$ cat config.mk
export PLATFORM = sky130hd
export DESIGN_NAME = utf8_lenient_decoder
export DESIGN_NICKNAME = d
export VERILOG_FILES = /design/src/rtl/utf8ld_pkg.sv /design/src/rtl/utf8ld_decode.sv /design/src/rtl/utf8ld_queue.sv /design/src/rtl/utf8_lenient_decoder.sv
export SDC_FILE = /design/constraint.sdc
export NUM_CORES = 1
export LEC_CHECK = 0
export CORE_MARGIN = 2
export CORE_UTILIZATION = 35
export DETAILED_ROUTE_END_ITERATION = 6
export DONT_BUFFER_PORTS = 1
export GPL_ROUTABILITY_DRIVEN = 1
export GPL_TIMING_DRIVEN = 0
export PLACE_DENSITY = 0.55
export REMOVE_ABC_BUFFERS = 1
export SYNTH_ARGS = -nofsm -noshare
export SYNTH_HDL_FRONTEND = slang
export SYNTH_SLANG_ARGS = --single-unit
$ cat constraint.sdc
create_clock -name clk -period 5.6 [get_ports clk]
set_input_delay 0.84 -clock clk [delete_from_list [all_inputs] [get_ports clk]]
set_output_delay 0.84 -clock clk [all_outputs]
set_load 0.05 [all_outputs]
$ cat src/rtl/utf8ld_pkg.sv
// Shared beat types and byte-class constants for the lenient UTF-8 decoder.
package utf8ld_pkg;

	typedef struct packed {
		logic [7:0] text_byte;
		logic       end_of_text;
	} in_item_t;

	typedef struct packed {
		logic [20:0] code_point;
		logic        last_of_run;
	} out_item_t;

	// Results produced by one input beat, handed from the decoder to the result queue.
	typedef struct packed {
		logic [1:0] count;
		out_item_t  first;
		out_item_t  second;
	} push_t;

	localparam logic [7:0] CONT_MASK    = 8'hC0;
	localparam logic [7:0] CONT_MARK    = 8'h80;
	localparam logic [7:0] PAYLOAD_MASK = 8'h3F;

endpackage

$ cat src/rtl/utf8ld_decode.sv
// Input register, sequence state and the single-pass byte decoder.
module utf8ld_decode (
	input  logic                clk,
	input  logic                arst_n,
	input  logic                byte_valid,
	output logic                byte_stall,
	input  utf8ld_pkg::in_item_t byte_data,
	input  logic                room,
	output utf8ld_pkg::push_t   push
);
	import utf8ld_pkg::*;

	typedef struct packed {
		logic        emit;
		logic [1:0]  remain;
		logic [14:0] partial;
	} fresh_t;

	logic        valid_s1;
	in_item_t    item_s1;
	logic [1:0]  remain_q;
	logic [14:0] partial_q;
	logic [7:0]  lead_q;

	logic [1:0]  remain_d;
	logic [14:0] partial_d;
	logic [7:0]  lead_d;
	logic        advance;
	logic [7:0]  b;
	logic [20:0] full;
	fresh_t      fr;

	function automatic fresh_t decode_fresh(input logic [7:0] v);
		fresh_t f;
		f = '0;
		unique case (v) inside
			8'b0???????: f.emit = 1'b1;
			8'b110?????: begin
				f.remain  = 2'd1;
				f.partial = {10'd0, v[4:0]};
			end
			8'b1110????: begin
				f.remain  = 2'd2;
				f.partial = {11'd0, v[3:0]};
			end
			8'b11110???: begin
				f.remain  = 2'd3;
				f.partial = {12'd0, v[2:0]};
			end
			default: f.emit = 1'b1;
		endcase
		return f;
	endfunction

	assign advance    = valid_s1 & room;
	assign byte_stall = valid_s1 & ~room;
	assign b          = item_s1.text_byte;
	assign full       = {partial_q, b[5:0]};
	assign fr         = decode_fresh(b);

	always_comb begin
		push      = '0;
		remain_d  = remain_q;
		partial_d = partial_q;
		lead_d    = lead_q;
		if (item_s1.end_of_text) begin
			if (remain_q != 2'd0) begin
				push.count             = 2'd1;
				push.first.code_point  = {13'd0, lead_q};
				remain_d               = 2'd0;
				partial_d              = '0;
				lead_d                 = '0;
			end
		end else if (remain_q == 2'd0) begin
			if (fr.emit) begin
				push.count            = 2'd1;
				push.first.code_point = {13'd0, b};
			end else begin
				remain_d  = fr.remain;
				partial_d = fr.partial;
				lead_d    = b;
			end
		end else if ((b & CONT_MASK) == CONT_MARK) begin
			remain_d = remain_q - 2'd1;
			if (remain_q == 2'd1) begin
				push.count            = 2'd1;
				push.first.code_point = full;
				partial_d             = '0;
				lead_d                = '0;
			end else begin
				partial_d = full[14:0];
			end
		end else begin
			// A broken sequence gives back its lead byte, then the new byte starts over.
			push.first.code_point = {13'd0, lead_q};
			if (fr.emit) begin
				push.count             = 2'd2;
				push.second.code_point = {13'd0, b};
				remain_d               = 2'd0;
				partial_d              = '0;
				lead_d                 = '0;
			end else begin
				push.count = 2'd1;
				remain_d   = fr.remain;
				partial_d  = fr.partial;
				lead_d     = b;
			end
		end
		push.first.last_of_run  = (push.count == 2'd1);
		push.second.last_of_run = (push.count == 2'd2);
		if (!advance) begin
			push.count = 2'd0;
		end
	end

	always_ff @(posedge clk or negedge arst_n) begin
		if (!arst_n) begin
			valid_s1 <= 1'b0;
		end else if (!byte_stall) begin
			valid_s1 <= byte_valid;
		end
	end

	always_ff @(posedge clk) begin
		if (!byte_stall) begin
			item_s1 <= byte_data;
		end
	end

	always_ff @(posedge clk or negedge arst_n) begin
		if (!arst_n) begin
			remain_q  <= 2'd0;
			partial_q <= '0;
			lead_q    <= '0;
		end else if (advance) begin
			remain_q  <= remain_d;
			partial_q <= partial_d;
			lead_q    <= lead_d;
		end
	end

endmodule

$ cat src/rtl/utf8ld_queue.sv
// Four-entry result queue that takes up to two results a cycle and gives one, unless cp_stall holds it.
module utf8ld_queue (
	input  logic                 clk,
	input  logic                 arst_n,
	input  utf8ld_pkg::push_t    push,
	output logic                 room,
	output logic                 cp_valid,
	input  logic                 cp_stall,
	output utf8ld_pkg::out_item_t cp_data
);
	import utf8ld_pkg::*;

	out_item_t  entry_q [4];
	logic [1:0] wr_q;
	logic [1:0] rd_q;
	logic [2:0] count_q;
	logic       pop;
	logic [1:0] wr_next;

	assign cp_valid = (count_q != 3'd0);
	assign cp_data  = entry_q[rd_q];
	assign pop      = cp_valid & ~cp_stall;
	// Room for a full two-result beat is kept before a new byte moves on.
	assign room     = (count_q <= 3'd2);
	assign wr_next  = wr_q + 2'd1;

	always_ff @(posedge clk) begin
		if (push.count != 2'd0) begin
			entry_q[wr_q] <= push.first;
		end
		if (push.count == 2'd2) begin
			entry_q[wr_next] <= push.second;
		end
	end

	always_ff @(posedge clk or negedge arst_n) begin
		if (!arst_n) begin
			wr_q    <= 2'd0;
			rd_q    <= 2'd0;
			count_q <= 3'd0;
		end else begin
			wr_q    <= wr_q + push.count;
			rd_q    <= rd_q + {1'b0, pop};
			count_q <= count_q + {1'b0, push.count} - {2'd0, pop};
		end
	end

endmodule

$ cat src/rtl/utf8_lenient_decoder.sv
// Top level: a byte register feeding the decoder, then a small result queue.
// A byte taken into the byte register is decoded combinationally and its results are
// written into the queue, whose head is offered on cp_data. Throughput: one byte per cycle
// while results are taken at one per cycle; a broken sequence can yield two results, which
// the four-entry queue absorbs, and byte_stall holds bytes while it holds three or more.
// Reset clears the open sequence, the byte register's valid flag and the queue at once.
module utf8_lenient_decoder (
	input  logic                  clk,
	input  logic                  arst_n,
	input  logic                  byte_valid,
	output logic                  byte_stall,
	input  utf8ld_pkg::in_item_t  byte_data,
	output logic                  cp_valid,
	input  logic                  cp_stall,
	output utf8ld_pkg::out_item_t cp_data
);
	import utf8ld_pkg::*;

	push_t push;
	logic  room;

	utf8ld_decode u_decode (
		.clk        (clk),
		.arst_n     (arst_n),
		.byte_valid (byte_valid),
		.byte_stall (byte_stall),
		.byte_data  (byte_data),
		.room       (room),
		.push       (push)
	);

	utf8ld_queue u_queue (
		.clk      (clk),
		.arst_n   (arst_n),
		.push     (push),
		.room     (room),
		.cp_valid (cp_valid),
		.cp_stall (cp_stall),
		.cp_data  (cp_data)
	);

endmodule

==> implementation parameters <==
Parameter                              Value

Detailed routing
  Overall routed net length    16,500 um
  Post-route ant nets    0
  Via density    6.00
  WL per Instance    21.4 um
  Number of detailed-routing iterations run before antenna repair    5
  Detailed-route DRC error count    0
  Vias    4,634
  DRC marker count from the first detailed-route iteration    577

STA
  Max-slew violation count    0
  Fin. Hold Viols    0
  Achievable clock frequency    257 MHz
  Final worst path period share    69.5%
  Fin crit period    3.89 ns
  Worst slew margin    16.0%
  Final TNS setup    0 ns
  Final setup violating endpoints    0
  Worst-margin pin slew    1.26 ns
  Final setup skew    0.00904 ns
  Final worst-path setup slack    1.71 ns
  Hold_ws    0.105 ns
  Setup repair after global routing missed its margin    no

Placed design
  Placed wire-length estimate    10,400 um
  RePlAce Congestion    0.799
  Number of I/O port buffers    0
  Post-Place Setup Slack    1.55 ns

Run
  Count of maximum capacitance violations    0

Global route
  Pin count of the biggest net entering global routing    55
  Global-route wire length before repair    26,400 um
  Number of antenna violations at the first check in global routing    0
  Global-route congestion overflow total    0
  Number of global-route vias before repair    4,562
  GRT Total Usage    17.5%

Power
  Static Leak    2.46 nW
  Power Density    533 nW/um^2
  Max IR drop VDD    0.262 mV

Worst setup path
  Worst path required time    5.67 ns
  Buf+Inv Stages, Crit Path    1
  CP Cell Sequence    inv_1 -> ha_1 -> or4b_1 -> o32a_2 -> nand2_1 -> nand2_1
  Beginning of the worst register-to-register path    u_decode.remain_q[0]
  Critical Setup Path Class    flop to flop
  Crit start category    flop
  CP dominant cell by count    nand2_1
  Nature of the critical path endpoint    flop
  Setup slack of the worst register-to-register path    1.71 ns
  Cell with the largest stage delay on the worst path    o32a_2
  Worst path max stage delay    0.86 ns
  Arrival @ worst endpoint    3.96 ns
  Kind of cell adding the most delay to the critical path    simple AND/OR/NAND/NOR gates
  Critical register-to-register path endpoint    u_queue.entry_q[2][4]
  Worst Reg2Reg Path Length in Cells    6
  Critical Path Fanout Max    43

Cells and area
  Fraction of layout instances using a drive strength above 1    16.4%
  Most frequent cells in the layout    dfxtp_1 (52), a21oi_1 (48), edfxtp_1 (45)
  Relative area change from synthesis to final layout    11.9%
  Fillers    1,699
  Commonest non-fill, non-tap cell in the layout    dfxtp_1
  Final core utilization    39.6%
  Number of antenna diodes    0
  Number of nets in the final layout    549

Logic synthesis
  Average instance area after synthesis    11.3 um^2
  Count of distinct cell types in the synthesized netlist    63
  Share of async-settable or async-resettable flops after synthesis    25.4%
  Biggest area contributors in the synthesized netlist    edfxtp_1 (21%), dfxtp_1 (17%), dfrtp_1 (13%), mux4_2 (7.9%), nand4_1 (4.3%)
  Synth Cell Area    6290 um^2
  Dominant cell type by area after synthesis    edfxtp_1
  FF+latch count, synth    130
  EDFF count, synth    45
  Synthesized netlist cell count    557
  Area share of the largest cell type after synthesis    21.5%
  Post-synth top flop    dfxtp_1
  Warnings from Yosys    0
  Sequential area share after synthesis    51.1%

Floorplanning
  Die Width    138 um
  Boundary pin count    37
  Y dimension of the die    138 um
  Die footprint    19,100 um^2
  Placeable Area    17,800 um^2
  Standard-cell row count    49
  Starting Density    35.4%

Clocking
  Number of sinks on the clock net    130
  Post-CTS setup-driven buffer insertion count    0
  Post_cts resized    0
  Root Buffer Master    clkbuf_16
  Maximum count of clock buffers along a single path    2
  CTS tree    yes
  H-tree depth    4
  Total clock buffers created by CTS    17
  Clock insertion delay at the later pin of the skew report    0.43 ns
  Clock transition time at the flip-flop clock pins of the worst setup and hold paths    0.06 ns
  Post-CTS Hold Buffers    0

Worst hold path
  Type of the tightest min-delay check    input port to asynchronous set/reset pin

Run status
  Status    completed
-- how the worst max path moves through the flow --
stage                          from                     to  cells past startpoint
3_3_place_gp   u_decode.remain_q[0]  u_queue.entry_q[2][2]                      6
6_report       u_decode.remain_q[0]  u_queue.entry_q[2][4]                      6
2_1_floorplan  u_decode.remain_q[0]  u_queue.entry_q[2][0]                      6
5_1_grt        u_decode.remain_q[0]  u_queue.entry_q[2][4]                      6
3_5_place_dp   u_decode.remain_q[0]  u_queue.entry_q[0][3]                      6
4_1_cts        u_decode.remain_q[0]  u_queue.entry_q[0][4]                      6
-- power breakdown --
| part | internal [mW] | switching, mW | total [mW] | leakage [nW] |
|---|---|---|---|---|
| logic | 0.390 | 0.820 | 1.21 | 0.887 |
| registers | 1.13 | 0.234 | 1.36 | 1.26 |
| clock network | 0.776 | 0.409 | 1.19 | 0.316 |
-- synth_stat cells (4+ instances only) --
| master | n |
|---|---|
| a21oi_1 | 48 |
| a32o_1 | 13 |
| a32oi_1 | 4 |
| buf_2 | 23 |
| buf_6 | 4 |
| clkbuf_1 | 15 |
| dfrtp_1 | 33 |
| dfxtp_1 | 52 |
| edfxtp_1 | 45 |
| ha_1 | 5 |
| inv_1 | 17 |
| mux2_2 | 19 |
| mux2i_1 | 6 |
| mux4_2 | 22 |
| nand2_1 | 28 |
| nand2b_1 | 7 |
| nand3_1 | 10 |
| nand4_1 | 43 |
| nor2_1 | 17 |
| nor2b_1 | 5 |
| nor3_1 | 6 |
| o21ai_0 | 38 |
| o21ai_1 | 7 |
| o22ai_1 | 32 |
| or3_1 | 4 |
-- per-stage QoR --
stage               instance area (um^2)  power, mW  std cells
CTS                                 7020       3.74        771
floorplan                           6050       2.19        509
global route                        7040       3.92        772
global placement                    6340       2.51        738
finish                              7040       3.76        772
detailed placement                  6370       2.55        739
-- layer usage --
layer	up-vias	track usage, %	routed length, um
met5	-	0	0
met4	0	6.55	252
met3	18	4.75	1010
met2	163	27.6	8040
met1	2334	23.3	7230
li1	2119	-	-
-- final cells by class --
| type | instances | area [um^2] | area share (%) |
|---|---|---|---|
| multi-input cells | 360 | 2780 | 39.5 |
| well taps | 229 | 287 | 4.07 |
| repair buffers | 2 | 38.8 | 0.551 |
| flip-flops and latches | 130 | 3220 | 45.7 |
| clock buffers | 26 | 557 | 7.91 |
| clock inverters | 6 | 86.3 | 1.23 |
| inverters | 19 | 71.3 | 1.01 |
-- worst register-to-register path, stage by stage (launching register included) --
cell	delay [ns]
dfrtp_1	0.40
inv_1	0.09
ha_1	0.58
or4b_1	0.54
o32a_2	0.86
nand2_1	0.54
nand2_1	0.54
-- cells by family (layout without fill, tap and decap cells) --
logic type / count (synthesis) / after routing / synth area share [%]
adder cells (fa/ha/maj): 6 / 6 / 1.31
flip-flops: 130 / 130 / 51.1
AND/OR/NAND/NOR: 139 / 139 / 12.6
multiplexers: 47 / 47 / 12.2
buffers and inverters: 67 / 53 / 5.03
XOR/XNOR: 5 / 5 / 0.696
AO/OA/AOI/OAI: 163 / 163 / 17.1
-- registers in the layout, summed over array words and instances, names as in the netlist --
| signal | count |
|---|---|
| u_queue.wr_q | 2 |
| u_queue.rd_q | 2 |
| u_decode.valid_s1 | 1 |
| u_decode.item_s1 | 1 |
| u_decode.lead_q | 8 |
| u_queue.entry_q | 88 |
| u_queue.count_q | 3 |
| u_decode.b | 8 |
| u_decode.remain_q | 2 |
| u_decode.partial_q | 15 |
(Power assumes the default switching activity.)
